[src/hdl/mbs_pkg.sv]
package mbs_pkg;

  localparam int MAX_BOUNDARY_CHARS = 32;
  localparam int LEAD_LEN           = 4;
  localparam int WINDOW_DEPTH       = MAX_BOUNDARY_CHARS + LEAD_LEN;
  localparam int CNT_W              = $clog2(WINDOW_DEPTH + 1);
  localparam int CHAR_REGS          = 4;
  localparam int CHARS_W            = 64 * CHAR_REGS;
  localparam int LEN_W              = 6;
  localparam int CFG_DATA_W         = 64;
  localparam int CFG_IDX_W          = 3;

  localparam logic [7:0] CHAR_CR   = 8'h0D;
  localparam logic [7:0] CHAR_LF   = 8'h0A;
  localparam logic [7:0] CHAR_DASH = 8'h2D;

  typedef enum logic [CFG_IDX_W-1:0] {
    REG_BOUNDARY_LENGTH = 3'd0,
    REG_BOUNDARY_CHARS0 = 3'd1,
    REG_BOUNDARY_CHARS1 = 3'd2,
    REG_BOUNDARY_CHARS2 = 3'd3,
    REG_BOUNDARY_CHARS3 = 3'd4
  } reg_idx_t;

  typedef logic [WINDOW_DEPTH-1:0][7:0] win_t;

  typedef struct packed {
    logic [LEN_W-1:0]   len_code;
    logic [CHARS_W-1:0] chars;
  } cfg_t;

  typedef struct packed {
    logic       valid;
    logic [7:0] data;
  } res_t;

  typedef struct packed {
    logic             skipping;
    logic [CNT_W-1:0] held_count;
    logic [CNT_W-1:0] delim_len;
  } stat_t;

endpackage

[src/hdl/mbs_matcher.sv]
module mbs_matcher
  import mbs_pkg::*;
(
  input  win_t               window,
  input  logic [CNT_W-1:0]   delim_len,
  input  logic [CHARS_W-1:0] chars,
  output logic               match
);

  logic [WINDOW_DEPTH-1:0][7:0] pattern;
  logic [WINDOW_DEPTH-1:0]      hit;

  // delimiter = CR LF '-' '-' + boundary chars; entries past delim_len don't care
  always_comb begin
    pattern[0] = CHAR_CR;
    pattern[1] = CHAR_LF;
    pattern[2] = CHAR_DASH;
    pattern[3] = CHAR_DASH;
    for (int i = LEAD_LEN; i < WINDOW_DEPTH; i++) begin
      pattern[i] = chars[8*(i-LEAD_LEN) +: 8];
    end
    for (int i = 0; i < WINDOW_DEPTH; i++) begin
      hit[i] = (window[i] == pattern[i]) || (CNT_W'(i) >= delim_len);
    end
    match = &hit;
  end

endmodule

[src/hdl/mbs_core.sv]
module mbs_core
  import mbs_pkg::*;
(
  input  logic       clk,
  input  logic       rst_n,
  input  logic       restart,
  input  logic       step,
  input  logic [7:0] in_byte,
  input  cfg_t       cfg,
  output res_t       res,
  output stat_t      stat
);

  win_t             win_r, win_nxt, win_wr;
  logic [CNT_W-1:0] held_count_r, held_count_nxt;
  logic             skipping_r, skipping_nxt;
  logic [1:0]       progress_r, progress_nxt;

  logic [LEN_W-1:0] eff_len;
  logic [CNT_W-1:0] delim_len;
  logic             pass_thru;
  logic             full;
  logic             match;
  logic [7:0]       blank_exp;

  assign pass_thru = (cfg.len_code == '0);
  assign eff_len   = (cfg.len_code > LEN_W'(MAX_BOUNDARY_CHARS))
                     ? LEN_W'(MAX_BOUNDARY_CHARS) : cfg.len_code;
  assign delim_len = CNT_W'(eff_len) + CNT_W'(LEAD_LEN);
  assign full      = (CNT_W'(held_count_r + CNT_W'(1)) == delim_len);
  assign blank_exp = progress_r[0] ? CHAR_LF : CHAR_CR;

  // window with the new byte dropped in at the fill point
  always_comb begin
    for (int i = 0; i < WINDOW_DEPTH; i++) begin
      win_wr[i] = (held_count_r == CNT_W'(i)) ? in_byte : win_r[i];
    end
  end

  mbs_matcher u_matcher (
    .window    (win_wr),
    .delim_len (delim_len),
    .chars     (cfg.chars),
    .match     (match)
  );

  always_comb begin
    win_nxt        = win_r;
    held_count_nxt = held_count_r;
    skipping_nxt   = skipping_r;
    progress_nxt   = progress_r;
    res            = '0;
    if (pass_thru) begin
      res = '{valid: 1'b1, data: in_byte};
    end else if (skipping_r) begin
      if (in_byte == blank_exp) begin
        progress_nxt = progress_r + 2'd1;
        if (progress_r == 2'd3) begin
          skipping_nxt = 1'b0;
        end
      end else begin
        progress_nxt = (in_byte == CHAR_CR) ? 2'd1 : 2'd0;
      end
    end else if (!full) begin
      win_nxt        = win_wr;
      held_count_nxt = held_count_r + CNT_W'(1);
    end else if (match) begin
      held_count_nxt = '0;
      skipping_nxt   = 1'b1;
      progress_nxt   = 2'd0;
    end else begin
      // release oldest byte, slide the rest down; count stays at len-1
      res = '{valid: 1'b1, data: win_wr[0]};
      for (int i = 0; i < WINDOW_DEPTH - 1; i++) begin
        win_nxt[i] = win_wr[i+1];
      end
      win_nxt[WINDOW_DEPTH-1] = win_wr[WINDOW_DEPTH-1];
    end
  end

  always_ff @(posedge clk) begin
    if (!rst_n || restart) begin
      held_count_r <= CNT_W'(2);
      skipping_r   <= 1'b0;
      progress_r   <= 2'd0;
    end else if (step) begin
      held_count_r <= held_count_nxt;
      skipping_r   <= skipping_nxt;
      progress_r   <= progress_nxt;
    end
  end

  // only the CR LF seed is reset; the rest is written before it is compared
  always_ff @(posedge clk) begin
    if (!rst_n || restart) begin
      win_r[0] <= CHAR_CR;
      win_r[1] <= CHAR_LF;
    end else if (step) begin
      win_r <= win_nxt;
    end
  end

  assign stat = '{skipping: skipping_r, held_count: held_count_r, delim_len: delim_len};

endmodule

[src/hdl/multipart_boundary_stripper.sv]
// Channel   Direction  Handshake            Payload
// in_       input      in_valid/in_ready    in_byte[7:0]
// out_      output     out_valid/out_ready  out_byte[7:0]
// cfg_      input      cfg_we (no wait)     cfg_index[2:0], cfg_data[63:0]
//
// One byte per cycle sustained while out_ready is high; out_valid is registered.
// Input register -> strip step (window update + parallel delimiter compare) ->
// output register. Synchronous active-low reset; no clearing pass needed.
// Output stall holds the output register; the input register drains into it
// in the same cycle it is taken, so in_ready only drops while both are full
// and out_ready is low.
module multipart_boundary_stripper
  import mbs_pkg::*;
(
  input  logic                  clk,
  input  logic                  rst_n,
  input  logic                  in_valid,
  output logic                  in_ready,
  input  logic [7:0]            in_byte,
  output logic                  out_valid,
  input  logic                  out_ready,
  output logic [7:0]            out_byte,
  input  logic                  cfg_we,
  input  logic [CFG_IDX_W-1:0]  cfg_index,
  input  logic [CFG_DATA_W-1:0] cfg_data
);

  // configuration
  logic [LEN_W-1:0]   len_code_r;
  logic [CHARS_W-1:0] chars_r;
  logic               restart;

  // input stage
  logic       s1_valid_r;
  logic [7:0] s1_byte_r;
  logic       advance;

  // output stage
  logic       out_valid_r, out_valid_nxt;
  logic [7:0] out_byte_r;

  res_t  res;
  stat_t stat;
  cfg_t  cfg;

  // a boundary_length write restarts the parser
  assign restart = cfg_we && (cfg_index == REG_BOUNDARY_LENGTH);

  always_ff @(posedge clk) begin
    if (!rst_n) begin
      len_code_r <= '0;
      chars_r    <= '0;
    end else if (cfg_we) begin
      case (cfg_index)
        REG_BOUNDARY_LENGTH: len_code_r <= cfg_data[LEN_W-1:0];
        REG_BOUNDARY_CHARS0: chars_r[0*64 +: 64] <= cfg_data;
        REG_BOUNDARY_CHARS1: chars_r[1*64 +: 64] <= cfg_data;
        REG_BOUNDARY_CHARS2: chars_r[2*64 +: 64] <= cfg_data;
        REG_BOUNDARY_CHARS3: chars_r[3*64 +: 64] <= cfg_data;
        default: ;
      endcase
    end
  end

  assign cfg = '{len_code: len_code_r, chars: chars_r};

  // the held byte moves on whenever the output register is free or draining
  assign advance  = s1_valid_r && (!out_valid_r || out_ready);
  assign in_ready = !s1_valid_r || advance;

  always_ff @(posedge clk) begin
    if (!rst_n) begin
      s1_valid_r <= 1'b0;
    end else if (in_ready) begin
      s1_valid_r <= in_valid;
    end
  end

  always_ff @(posedge clk) begin
    if (in_valid && in_ready) begin
      s1_byte_r <= in_byte;
    end
  end

  mbs_core u_core (
    .clk     (clk),
    .rst_n   (rst_n),
    .restart (restart),
    .step    (advance),
    .in_byte (s1_byte_r),
    .cfg     (cfg),
    .res     (res),
    .stat    (stat)
  );

  // result register: loaded by a step, cleared when taken
  always_comb begin
    if (advance) begin
      out_valid_nxt = res.valid;
    end else begin
      out_valid_nxt = out_valid_r && !out_ready;
    end
  end

  always_ff @(posedge clk) begin
    if (!rst_n) begin
      out_valid_r <= 1'b0;
    end else begin
      out_valid_r <= out_valid_nxt;
    end
  end

  always_ff @(posedge clk) begin
    if (advance && res.valid) begin
      out_byte_r <= res.data;
    end
  end

  assign out_valid = out_valid_r;
  assign out_byte  = out_byte_r;

  // pass-through: every step yields a transaction
  a_pass_thru: assert property (@(posedge clk) disable iff (!rst_n)
    (advance && (len_code_r == '0)) |=> out_valid_r)
    else $error("pass-through step gave no result");

  // header skipping never releases a byte
  a_skip_quiet: assert property (@(posedge clk) disable iff (!rst_n)
    (advance && stat.skipping && (len_code_r != '0)) |=> !out_valid_r)
    else $error("byte released while skipping a part header");

  // window fill never reaches the delimiter length
  a_fill_bound: assert property (@(posedge clk) disable iff (!rst_n)
    (len_code_r != '0) |-> (stat.held_count < stat.delim_len))
    else $error("held count out of range");

  // a restart puts the parser back to its start state
  a_restart_idle: assert property (@(posedge clk) disable iff (!rst_n)
    (restart && !s1_valid_r) |=> (stat.held_count == CNT_W'(2)) && !stat.skipping)
    else $error("restart did not reinitialize the parser");

endmodule

[config.mk]
export PLATFORM = sky130hd
export DESIGN_NAME = multipart_boundary_stripper
export DESIGN_NICKNAME = d
export VERILOG_FILES = /design/src/hdl/mbs_pkg.sv /design/src/hdl/mbs_matcher.sv /design/src/hdl/mbs_core.sv /design/src/hdl/multipart_boundary_stripper.sv
export SDC_FILE = /design/constraint.sdc
export NUM_CORES = 1
export LEC_CHECK = 0
export BUFFER_PORTS_ARGS = -buffer_cell sky130_fd_sc_hd__buf_4
export CAP_MARGIN = 30
export CORE_ASPECT_RATIO = 1.5
export CORE_MARGIN = 3
export CORE_UTILIZATION = 26
export CTS_BUF_LIST = sky130_fd_sc_hd__clkbuf_4
export CTS_CLUSTER_DIAMETER = 30
export DETAILED_ROUTE_END_ITERATION = 10
export GPL_ROUTABILITY_DRIVEN = 0
export PLACE_DENSITY_LB_ADDON = 0.12
export REMOVE_ABC_BUFFERS = 1
export SYNTH_ARGS = -nofsm -noshare
export SYNTH_HDL_FRONTEND = slang
export SYNTH_SLANG_ARGS = --single-unit
[constraint.sdc]
create_clock -name clk -period 18 [get_ports clk]
set_input_delay 0.9 -clock clk [delete_from_list [all_inputs] [get_ports clk]]
set_output_delay 0.9 -clock clk [all_outputs]
set_load 0.1 [all_outputs]
==> report_table.html, run 1 <==
<table>
<tr><th>Metric</th><th>Value</th></tr>
<tr><th colspan="2">Detailed routing</th></tr>
<tr><td>WL/cell</td><td>approximately 28 microns</td></tr>
<tr><td>Residual DRC count</td><td>0</td></tr>
<tr><td>DR iter-0 viols</td><td>2737</td></tr>
<tr><td>Number of routed nets with antenna violations</td><td>0</td></tr>
<tr><td>Iteration count of the initial detailed-routing pass</td><td>6</td></tr>
<tr><td>Via count</td><td>31668</td></tr>
<tr><td>Total wire length</td><td>165900 microns</td></tr>
<tr><td>Post-DR vias/cell</td><td>5.434</td></tr>
<tr><th colspan="2">Synth</th></tr>
<tr><td>Netlist cell types</td><td>83</td></tr>
<tr><td>Synth Flop Type</td><td>dfxtp_1</td></tr>
<tr><td>Share of the synthesized area in the top cell type</td><td>26.60%</td></tr>
<tr><td>Share of async-settable or async-resettable flops after synthesis</td><td>0%</td></tr>
<tr><td>Yosys top cell by area</td><td>edfxtp_1</td></tr>
<tr><td>Cell types occupying the most area after synthesis</td><td>edfxtp_1 (27%), dfxtp_1 (18%), nand2_1 (8.4%)</td></tr>
<tr><td>Average size of a mapped cell</td><td>8.306 sq um</td></tr>
<tr><td>Number of flops mapped to enable cells by yosys</td><td>288</td></tr>
<tr><td>Cell Area, Synth</td><td>0.03252 sq mm</td></tr>
<tr><td>Cell count after synthesis</td><td>between 3000 and 4000</td></tr>
<tr><td>Number of flip-flops and latches in the synthesized netlist</td><td>577</td></tr>
<tr><td>Sequential share of the synthesized area</td><td>44.39%</td></tr>
<tr><td>Yosys warning count</td><td>0</td></tr>
<tr><th colspan="2">Timing</th></tr>
<tr><td>Actual transition at the worst max-transition pin</td><td>1086 ps</td></tr>
<tr><td>Post-layout minimum cycle time</td><td>a little under 7000 ps</td></tr>
<tr><td>Crit share post-route</td><td>~38%</td></tr>
<tr><td>Count of final max-slew check failures</td><td>0</td></tr>
<tr><td>Unrepaired setup endpoints after global routing</td><td>false</td></tr>
<tr><td>Sum Neg Setup Slack</td><td>0 ps</td></tr>
<tr><td>Number of failing hold endpoints at the final stage</td><td>0</td></tr>
<tr><td>Clock Skews</td><td>102.5 ps</td></tr>
<tr><td>Remaining max-slew budget at the tightest pin</td><td>27.61%</td></tr>
<tr><td>Final setup margin</td><td>11220 ps</td></tr>
<tr><td>Maximum clock frequency</td><td>147.6 MHz</td></tr>
<tr><td>Final setup violating endpoints</td><td>0</td></tr>
<tr><th colspan="2">Power</th></tr>
<tr><td>Combinational share of power</td><td>approximately 8.6%</td></tr>
<tr><td>Switching share of power</td><td>27.95%</td></tr>
<tr><td>Cell leakage power</td><td>~13 nW</td></tr>
<tr><td>Internal power consumption</td><td>0.002247 W</td></tr>
<tr><td>Proportion of power drawn by the clock network</td><td>46.0%</td></tr>
<tr><td>Relative contribution of sequential cells to total power</td><td>between 40% and 50%</td></tr>
<tr><td>Total net switching power</td><td>0.0008717 W</td></tr>
<tr><td>Total power divided by cell area</td><td>82.22 mW/mm^2</td></tr>
<tr><td>Peak supply drop</td><td>roughly 0.043 mV</td></tr>
<tr><th colspan="2">Clocking</th></tr>
<tr><td>Post-CTS setup repair buffer count</td><td>0</td></tr>
<tr><td>Sinks on Clock Net</td><td>577</td></tr>
<tr><td>H-tree depth</td><td>4</td></tr>
<tr><td>Clock insertion delay at the later pin of the skew report</td><td>1190 ps</td></tr>
<tr><td>Inserted Clock Buffers</td><td>171</td></tr>
<tr><td>Max Buffers Root-to-Sink</td><td>3</td></tr>
<tr><td>Clock transition at the registers of the reported paths</td><td>70 ps</td></tr>
<tr><td>Clock tree from TritonCTS</td><td>done</td></tr>
<tr><td>Cell at the root of the clock tree</td><td>clkbuf_4</td></tr>
<tr><th colspan="2">Critical path</th></tr>
<tr><td>Critical Path End Type</td><td>register</td></tr>
<tr><td>FF-to-FF Start</td><td>u_core.held_count_r[3]</td></tr>
<tr><td>Arrival time reported for the critical path endpoint</td><td>7610 ps</td></tr>
<tr><td>Path type of the worst setup path</td><td>reg -&gt; reg</td></tr>
<tr><td>Crit Path Max Fanout</td><td>153</td></tr>
<tr><td>Launching element type of the critical path</td><td>register</td></tr>
<tr><td>Critical Path Start</td><td>u_core.held_count_r[3]</td></tr>
<tr><td>Required arrival time at the worst endpoint</td><td>around 19000 ps</td></tr>
<tr><th colspan="2">Placed design</th></tr>
<tr><td>I/O Buffers</td><td>89</td></tr>
<tr><td>DPL Wire Length</td><td>114600 microns</td></tr>
<tr><td>Setup WS pre-CTS</td><td>11140 ps</td></tr>
<tr><th colspan="2">Cells and area</th></tr>
<tr><td>Filler cell count in the final layout</td><td>13226</td></tr>
<tr><td>Flip-flop and latch area</td><td>0.01443 sq mm</td></tr>
<tr><td>Post-synthesis to final-layout area growth</td><td>16.64%</td></tr>
<tr><td>Final-stage net count</td><td>4158</td></tr>
<tr><td>Combined area of the multi-input logic cells</td><td>between 0.015 and 0.02 sq mm</td></tr>
<tr><td>Share of post-route cells with drive strength above 1</td><td>11.29%</td></tr>
<tr><th colspan="2">Global route</th></tr>
<tr><td>Total congestion overflow</td><td>0</td></tr>
<tr><td>Global routing usage summed across all routing layers</td><td>25.18%</td></tr>
<tr><td>Pin count of the biggest net entering global routing</td><td>154</td></tr>
<tr><td>Met1 Track Usage GR</td><td>29.22%</td></tr>
<tr><td>Number of antenna violations at the first check in global routing</td><td>13</td></tr>
<tr><td>GRT met2 Usage</td><td>43.00%</td></tr>
<tr><td>Wire length of the first global-routing pass</td><td>232900 microns</td></tr>
<tr><td>Met3 usage in global routing</td><td>4.460%</td></tr>
<tr><td>Via count of the first global-routing pass</td><td>30810</td></tr>
<tr><td>Most used routing layer</td><td>met2</td></tr>
<tr><th colspan="2">Floorplan</th></tr>
<tr><td>Area of the die</td><td>0.1294 sq mm</td></tr>
<tr><td>Die Y</td><td>439.1 microns</td></tr>
<tr><td>Floorplan core area</td><td>0.1240 sq mm</td></tr>
<tr><td>I/O pin total</td><td>90</td></tr>
<tr><td>Overall die width</td><td>294.8 microns</td></tr>
<tr><td>Initial core utilization</td><td>26.23%</td></tr>
<tr><td>Number of placement rows</td><td>158</td></tr>
<tr><th colspan="2">Min path</th></tr>
<tr><td>Hold Crit Class</td><td>in -&gt; reg</td></tr>
<tr><td>Hold Startpoint</td><td>cfg_data[28]</td></tr>
<tr><th colspan="2">Outcome</th></tr>
<tr><td>Status</td><td>finished, final reports clean</td></tr>
<tr><th colspan="2">Job</th></tr>
<tr><td>Max-cap violation count</td><td>0</td></tr>
</table>
cell usage after synthesis, types with 17 or more instances:
cell type,number
buf_1,23
a21oi_1,117
o221ai_1,19
o22ai_1,362
xnor2_1,131
nor2_1,607
dfxtp_1,289
edfxtp_1,288
nand2_1,727
o21ai_0,63
mux2i_1,46
and2_1,18
o2bb2ai_1,17
nand3_1,62
xor2_1,104
a221oi_1,22
nor3_1,40
clkbuf_1,195
inv_1,153
nand2b_1,23
a31oi_1,36
nor4_1,47
a21boi_0,266
nand4_1,26
worst paths after layout:
kind | to | slack [ps] | depth (start not counted)
hold reg to reg | chars_r[26] | 470 | 2
setup reg to reg | u_core.win_r[206] | 11220 | 14
setup / recovery | u_core.win_r[206] | 11220 | 14
hold / removal | chars_r[92] | 140 | 3
sequential cells by signal, indices dropped and copies added, names as in the netlist:
signal	cells
chars_r	256
len_code_r	6
out_byte	8
out_valid	1
s1_byte_r	8
s1_valid_r	1
u_core.held_count_r	6
u_core.progress_r	2
u_core.skipping_r	1
u_core.win_r	288
power groups by stage:
stage	sequential (W)	clock [W]	combinational, W
floorplan	0.00146	0	0.0000919
global placement	0.00144	0	0.000255
detailed placement	0.00144	0	0.000255
CTS	0.00142	0.00148	0.000266
global route	0.00142	0.00155	0.000280
finish	0.00142	0.00144	0.000267
cell families after synthesis:
logic type,synth area share (%)
AOI/OAI and AO/OA,21.98
muxes,1.485
buffers and inverters,4.529
adders and majority gates,0.4232
xor gates and xnor gates,6.330
and+or+nand+nor,20.86
DFF,44.39
metrics by stage:
step           area, sq um  power [W]  utilization [%]  hold slack, ps  std cells
6_report             37930   0.003119            30.60           136.5       5828
5_1_grt              37910   0.003243            30.59           42.06       5821
3_3_place_gp         34800   0.001700            28.08           455.5       5428
4_1_cts              37900   0.003166            30.57           3.756       5815
3_5_place_dp         34850   0.001700            28.11           461.8       5432
2_1_floorplan        31620   0.001550                -           443.4       3683
cell usage in the layout, fill, tap and decap left out, types with 17 or more instances in the layout:
cell type,Yosys,final
a21oi_1,117,117
edfxtp_1,288,288
nor2_1,607,606
nor4_1,47,47
a31oi_1,36,36
a221oi_1,22,22
inv_1,153,152
dfxtp_1,289,289
nor3_1,40,40
buf_4,0,141
xnor2_1,131,131
nand3_1,62,60
o2bb2ai_1,17,17
clkinv_1,1,36
nand4_1,26,26
xor2_1,104,104
o21ai_0,63,63
mux2i_1,46,46
o22ai_1,362,362
and2_1,18,18
nand2b_1,23,23
o221ai_1,19,19
dlygate4sd3_1,0,62
a21boi_0,266,266
clkbuf_4,0,253
nand2_1,727,727
critical path: stages (launching register included):
cell,delay (ps)
dfxtp_1,760
nor4b_4,970
nand2_1,440
nor4_1,370
o22ai_1,120
o41ai_1,430
buf_4,170
o21ai_0,70
nor3_1,680
and4_1,320
nand3_1,460
and3_4,610
buf_12,370
buf_4,360
buf_16,230
cell type report:
class | instances | area share, %
Timing Repair Buffer | 211 | 4.763
Clock inverter | 68 | 1.399
Antenna cell | 13 | 0.08577
Tap cell | 1600 | 5.278
Multi-Input combinational cell | 2952 | 43.89
Clock buffer | 253 | 5.008
Sequential cell | 577 | 38.05
Inverter | 154 | 1.524
routing by layer:
metal / share of wire, % / vias up
li1: - / 14375
met1: 39 / 15477
met2: 49 / 1405
met3: 5.8 / 405
met4: 6.4 / 6
met5: 0.022 / -
timing repair:
item | 4_1_cts | 5_1_grt
gates resized for setup | 0 | 0
endpoints found under the hold margin | 171 | 0
hold buffers | 62 | 0
(Power assumes the default switching activity.)
==> run 2: changes to the inputs <==
--- a/config.mk
+++ b/config.mk
@@ -5,6 +5,7 @@
 export SDC_FILE = /design/constraint.sdc
 export NUM_CORES = 1
 export LEC_CHECK = 0
+export ABC_AREA = 1
 export BUFFER_PORTS_ARGS = -buffer_cell sky130_fd_sc_hd__buf_4
 export CAP_MARGIN = 30
 export CORE_ASPECT_RATIO = 1.5
==> constraint.sdc (replaced) <==
create_clock -name clk -period 6.2 [get_ports clk]
set_input_delay 0.31 -clock clk [delete_from_list [all_inputs] [get_ports clk]]
set_output_delay 0.31 -clock clk [all_outputs]
set_load 0.1 [all_outputs]
==> run 2 against run 1 <==
Net effect: sequential power grew to 2.9 times the previous value; critical path type unchanged; synthesized cell count is 21% higher; die area down 0.19%; via count up 5.0%; final cell count rose by 17%; flip-flop and latch count did not move; register-to-register slack worse by 10000 ps; worst setup slack lost 10000 ps.
==> report_table.html, run 2 <==
<table>
<tr><th>Metric</th><th>Value</th></tr>
<tr><th colspan="2">Job</th></tr>
<tr><td>Max-cap violation count</td><td>0 (unchanged)</td></tr>
<tr><th colspan="2">Timing</th></tr>
<tr><td>Final setup margin</td><td>977.6 ps (-10250 ps)</td></tr>
<tr><td>Number of failing hold endpoints at the final stage</td><td>0 (unchanged)</td></tr>
<tr><td>Maximum clock frequency</td><td>191.5 MHz (+30%)</td></tr>
<tr><td>Final setup violating endpoints</td><td>0 (unchanged)</td></tr>
<tr><td>Sum Neg Setup Slack</td><td>0 ps (unchanged)</td></tr>
<tr><td>Actual transition at the worst max-transition pin</td><td>1027 ps (-58.81 ps)</td></tr>
<tr><td>Unrepaired setup endpoints after global routing</td><td>false</td></tr>
<tr><td>Count of final max-slew check failures</td><td>0 (unchanged)</td></tr>
<tr><td>Clock Skews</td><td>85.57 ps (-16.97 ps)</td></tr>
<tr><td>Post-layout minimum cycle time</td><td>5222 ps (-1554 ps)</td></tr>
<tr><td>Crit share post-route</td><td>84.23% (+47 points)</td></tr>
<tr><td>Remaining max-slew budget at the tightest pin</td><td>31.53% (+3.9 points)</td></tr>
<tr><th colspan="2">Detailed routing</th></tr>
<tr><td>Via count</td><td>33242 (+5.0%)</td></tr>
<tr><td>DR iter-0 viols</td><td>2479 (-9.4%)</td></tr>
<tr><td>Number of routed nets with antenna violations</td><td>0 (unchanged)</td></tr>
<tr><td>Post-DR vias/cell</td><td>4.875 (-10%)</td></tr>
<tr><td>Total wire length</td><td>156700 microns (-5.5%)</td></tr>
<tr><td>Iteration count of the initial detailed-routing pass</td><td>6 (unchanged)</td></tr>
<tr><td>WL/cell</td><td>22.98 microns (-19%)</td></tr>
<tr><td>Residual DRC count</td><td>0 (unchanged)</td></tr>
<tr><th colspan="2">Cells and area</th></tr>
<tr><td>Post-synthesis to final-layout area growth</td><td>21.11%</td></tr>
<tr><td>Flip-flop and latch area</td><td>0.01443 sq mm (unchanged)</td></tr>
<tr><td>Share of post-route cells with drive strength above 1</td><td>9.954% (-1.3 points)</td></tr>
<tr><td>Leading cell types in the layout, fill and taps excluded</td><td>nand2_1 (1731), o21ai_0 (650), inv_1 (489), nand3_1 (312), dfxtp_1 (289)</td></tr>
<tr><td>Filler cell count in the final layout</td><td>13673 (+3.4%)</td></tr>
<tr><td>Regs by FF count</td><td>u_core.win_r x288, chars_r x256</td></tr>
<tr><td>Number of flip-flops in the largest register</td><td>288 (unchanged)</td></tr>
<tr><td>Commonest non-fill, non-tap cell in the layout</td><td>nand2_1</td></tr>
<tr><td>Combined area of the multi-input logic cells</td><td>0.01518 sq mm (-8.8%)</td></tr>
<tr><td>Final-stage net count</td><td>5144 (+24%)</td></tr>
<tr><td>Finished layout cell area</td><td>0.03931 sq mm (+3.6%)</td></tr>
<tr><td>Biggest register</td><td>u_core.win_r</td></tr>
<tr><th colspan="2">Critical path</th></tr>
<tr><td>Critical Path End Type</td><td>register</td></tr>
<tr><td>Launching element type of the critical path</td><td>register</td></tr>
<tr><td>Number of buffers and inverters on the critical path</td><td>3 (-1)</td></tr>
<tr><td>Arrival time reported for the critical path endpoint</td><td>6010 ps (-1600 ps)</td></tr>
<tr><td>Worst path cell trace</td><td>nor2_2 &gt; buf_4 &gt; nand2_1 &gt; nor2_1 &gt; o21ai_0 &gt; nand2_1 &gt; nand2_1 &gt; nand2_1 &gt; nor2_1 &gt; nand2_1 &gt; nand2_1 &gt; nand2_1 &gt; nor2_1 &gt; nand2_1 &gt; inv_2 &gt; nand4_4 &gt; nand3_2 &gt; nor2_4 &gt; buf_12</td></tr>
<tr><td>Most frequent cell on the critical path</td><td>nand2_1</td></tr>
<tr><td>Largest delay share family, worst path</td><td>simple AND/OR/NAND/NOR gates</td></tr>
<tr><td>Largest stage delay on the critical path</td><td>720 ps (-250 ps)</td></tr>
<tr><td>Path type of the worst setup path</td><td>reg -&gt; reg</td></tr>
<tr><td>CP max-delay cell</td><td>nor2_1</td></tr>
<tr><td>Required arrival time at the worst endpoint</td><td>6980 ps (-11860 ps)</td></tr>
<tr><td>Crit Path Max Fanout</td><td>82 (-46%)</td></tr>
<tr><th colspan="2">Synth</th></tr>
<tr><td>Cell count after synthesis</td><td>4749 (+21%)</td></tr>
<tr><td>Cell types with the highest counts after synthesis</td><td>nand2_1 (1732), o21ai_0 (650), inv_1 (494), nand3_1 (314), dfxtp_1 (289)</td></tr>
<tr><td>Cell types occupying the most area after synthesis</td><td>edfxtp_1 (27%), nand2_1 (20%), dfxtp_1 (18%)</td></tr>
<tr><td>Average size of a mapped cell</td><td>6.834 sq um (-18%)</td></tr>
<tr><td>Sequential share of the synthesized area</td><td>44.47% (+0.084 points)</td></tr>
<tr><td>Share of the synthesized area in the top cell type</td><td>26.65% (+0.050 points)</td></tr>
<tr><td>Yosys warning count</td><td>0 (unchanged)</td></tr>
<tr><td>Share of async-settable or async-resettable flops after synthesis</td><td>0% (unchanged)</td></tr>
<tr><td>Number of flip-flops and latches in the synthesized netlist</td><td>577 (unchanged)</td></tr>
<tr><td>Number of flops mapped to enable cells by yosys</td><td>288 (unchanged)</td></tr>
<tr><td>Cell Area, Synth</td><td>0.03246 sq mm (-0.19%)</td></tr>
<tr><td>Synth Flop Type</td><td>dfxtp_1</td></tr>
<tr><td>Netlist cell types</td><td>41 (-51%)</td></tr>
<tr><td>Yosys top cell by area</td><td>edfxtp_1</td></tr>
<tr><td>Cell with the most instances after synthesis</td><td>nand2_1</td></tr>
<tr><th colspan="2">Clocking</th></tr>
<tr><td>H-tree depth</td><td>4 (unchanged)</td></tr>
<tr><td>Inserted Clock Buffers</td><td>175 (+2.3%)</td></tr>
<tr><td>Max Buffers Root-to-Sink</td><td>3 (unchanged)</td></tr>
<tr><td>Cell at the root of the clock tree</td><td>clkbuf_4</td></tr>
<tr><td>Post-CTS setup repair buffer count</td><td>0 (unchanged)</td></tr>
<tr><td>Clock tree from TritonCTS</td><td>done</td></tr>
<tr><td>Sinks on Clock Net</td><td>577 (unchanged)</td></tr>
<tr><td>Clock transition at the registers of the reported paths</td><td>60 ps (about the same)</td></tr>
<tr><td>Clock insertion delay at the later pin of the skew report</td><td>1210 ps (+20 ps)</td></tr>
<tr><th colspan="2">Placed design</th></tr>
<tr><td>Placed Instance Area</td><td>0.03492 sq mm (+0.22%)</td></tr>
<tr><td>Setup WS pre-CTS</td><td>1082 ps (-10050 ps)</td></tr>
<tr><td>I/O Buffers</td><td>89 (unchanged)</td></tr>
<tr><td>DPL Wire Length</td><td>109700 microns (-4.3%)</td></tr>
<tr><th colspan="2">Global route</th></tr>
<tr><td>Wire length of the first global-routing pass</td><td>223200 microns (-4.1%)</td></tr>
<tr><td>Via count of the first global-routing pass</td><td>31796 (+3.2%)</td></tr>
<tr><td>Number of antenna violations at the first check in global routing</td><td>12 (-1)</td></tr>
<tr><td>Global routing usage summed across all routing layers</td><td>23.94% (-1.2 points)</td></tr>
<tr><td>Total congestion overflow</td><td>0 (unchanged)</td></tr>
<tr><td>Pin count of the biggest net entering global routing</td><td>100 (-35%)</td></tr>
<tr><th colspan="2">Floorplan</th></tr>
<tr><td>I/O pin total</td><td>90 (unchanged)</td></tr>
<tr><td>Die Y</td><td>438.7 microns (about the same)</td></tr>
<tr><td>Floorplan core area</td><td>0.1238 sq mm (-0.16%)</td></tr>
<tr><td>Area of the die</td><td>0.1292 sq mm (-0.19%)</td></tr>
<tr><td>Initial core utilization</td><td>26.23% (about the same)</td></tr>
<tr><td>Number of placement rows</td><td>158 (unchanged)</td></tr>
<tr><td>Overall die width</td><td>294.5 microns (about the same)</td></tr>
<tr><th colspan="2">Power</th></tr>
<tr><td>Total power divided by cell area</td><td>233.3 mW/mm^2 (+180%)</td></tr>
<tr><td>Cell leakage power</td><td>17.28 nW (+36%)</td></tr>
<tr><td>Peak supply drop</td><td>0.1676 mV (+290%)</td></tr>
<tr><th colspan="2">Min path</th></tr>
<tr><td>Hold Crit Class</td><td>in -&gt; reg</td></tr>
<tr><th colspan="2">Outcome</th></tr>
<tr><td>Status</td><td>finished, final reports clean</td></tr>
</table>
==> run 2: per-layer routing <==
metal,part of all wire [%],global-route usage (%)
met5,0.0089,0
met1,40,27.43
met3,4.2,3.453
met4,5.0,11.09
met2,51,43.58
==> run 2: layout make-up <==
class	instances	share of cell area, %
well taps	1600	5.093
diodes	15	0.09549
inverters	509	4.883
repair buffers	367	8.591
clock inverters	64	0.9549
clock buffers	264	5.042
multi-input cells	3423	38.62
flip-flops and latches	577	36.72
==> run 2: power breakdown <==
group          switching [W]  internal, W  total [W]  leakage, nW
sequential         0.0000520      0.00410    0.00415         4.93
combinational       0.000671     0.000312   0.000983         10.9
clock                0.00195      0.00208    0.00404         1.40
total                0.00267      0.00650    0.00917         17.3
==> run 2: worst min-delay path: stages <==
cell           delay, ps
dlygate4sd3_1        530
buf_4                130
o21ai_0              130
a21oi_1              130
==> run 2: final timing paths <==
kind	start	end	slack (ps)	cells after the start
setup reg to reg	u_core.held_count_r[2]	u_core.win_r[261]	980	19
setup / recovery	u_core.held_count_r[2]	u_core.win_r[261]	980	19
hold reg to reg	u_core.win_r[11]	u_core.win_r[11]	460	2
hold / removal	cfg_data[47]	chars_r[47]	100	4
==> run 2: stage by stage <==
stage | hold WS, ps | std cells | utilization [%] | total power (W)
after floorplan | 408.9 | 4509 | - | 0.004695
final | 99.12 | 6819 | 31.76 | 0.009171
after detailed placement | 448.7 | 6279 | 28.22 | 0.005115
after CTS | 0.8342 | 6803 | 31.71 | 0.009299
after global placement | 444.6 | 6277 | 28.19 | 0.005116
after global routing | 54.31 | 6807 | 31.74 | 0.009573
==> run 2: timing repair <==
item | 4_1_cts | 5_1_grt
gates resized for setup | 0 | 0
setup endpoints to repair | 0 | 0
hold endpoints to repair | 309 | 0
hold buffers | 196 | 0
==> run 2: logic make-up after synthesis <==
kind of cell / share of synthesized area, %
buffers and inverters: 8.909
XOR/XNOR: 0.6207
multiplexers: 0.03084
AO/OA/AOI/OAI: 14.85
AND/OR/NAND/NOR: 30.70
adder cells (fa/ha/maj): 0.4240
flip-flops: 44.47
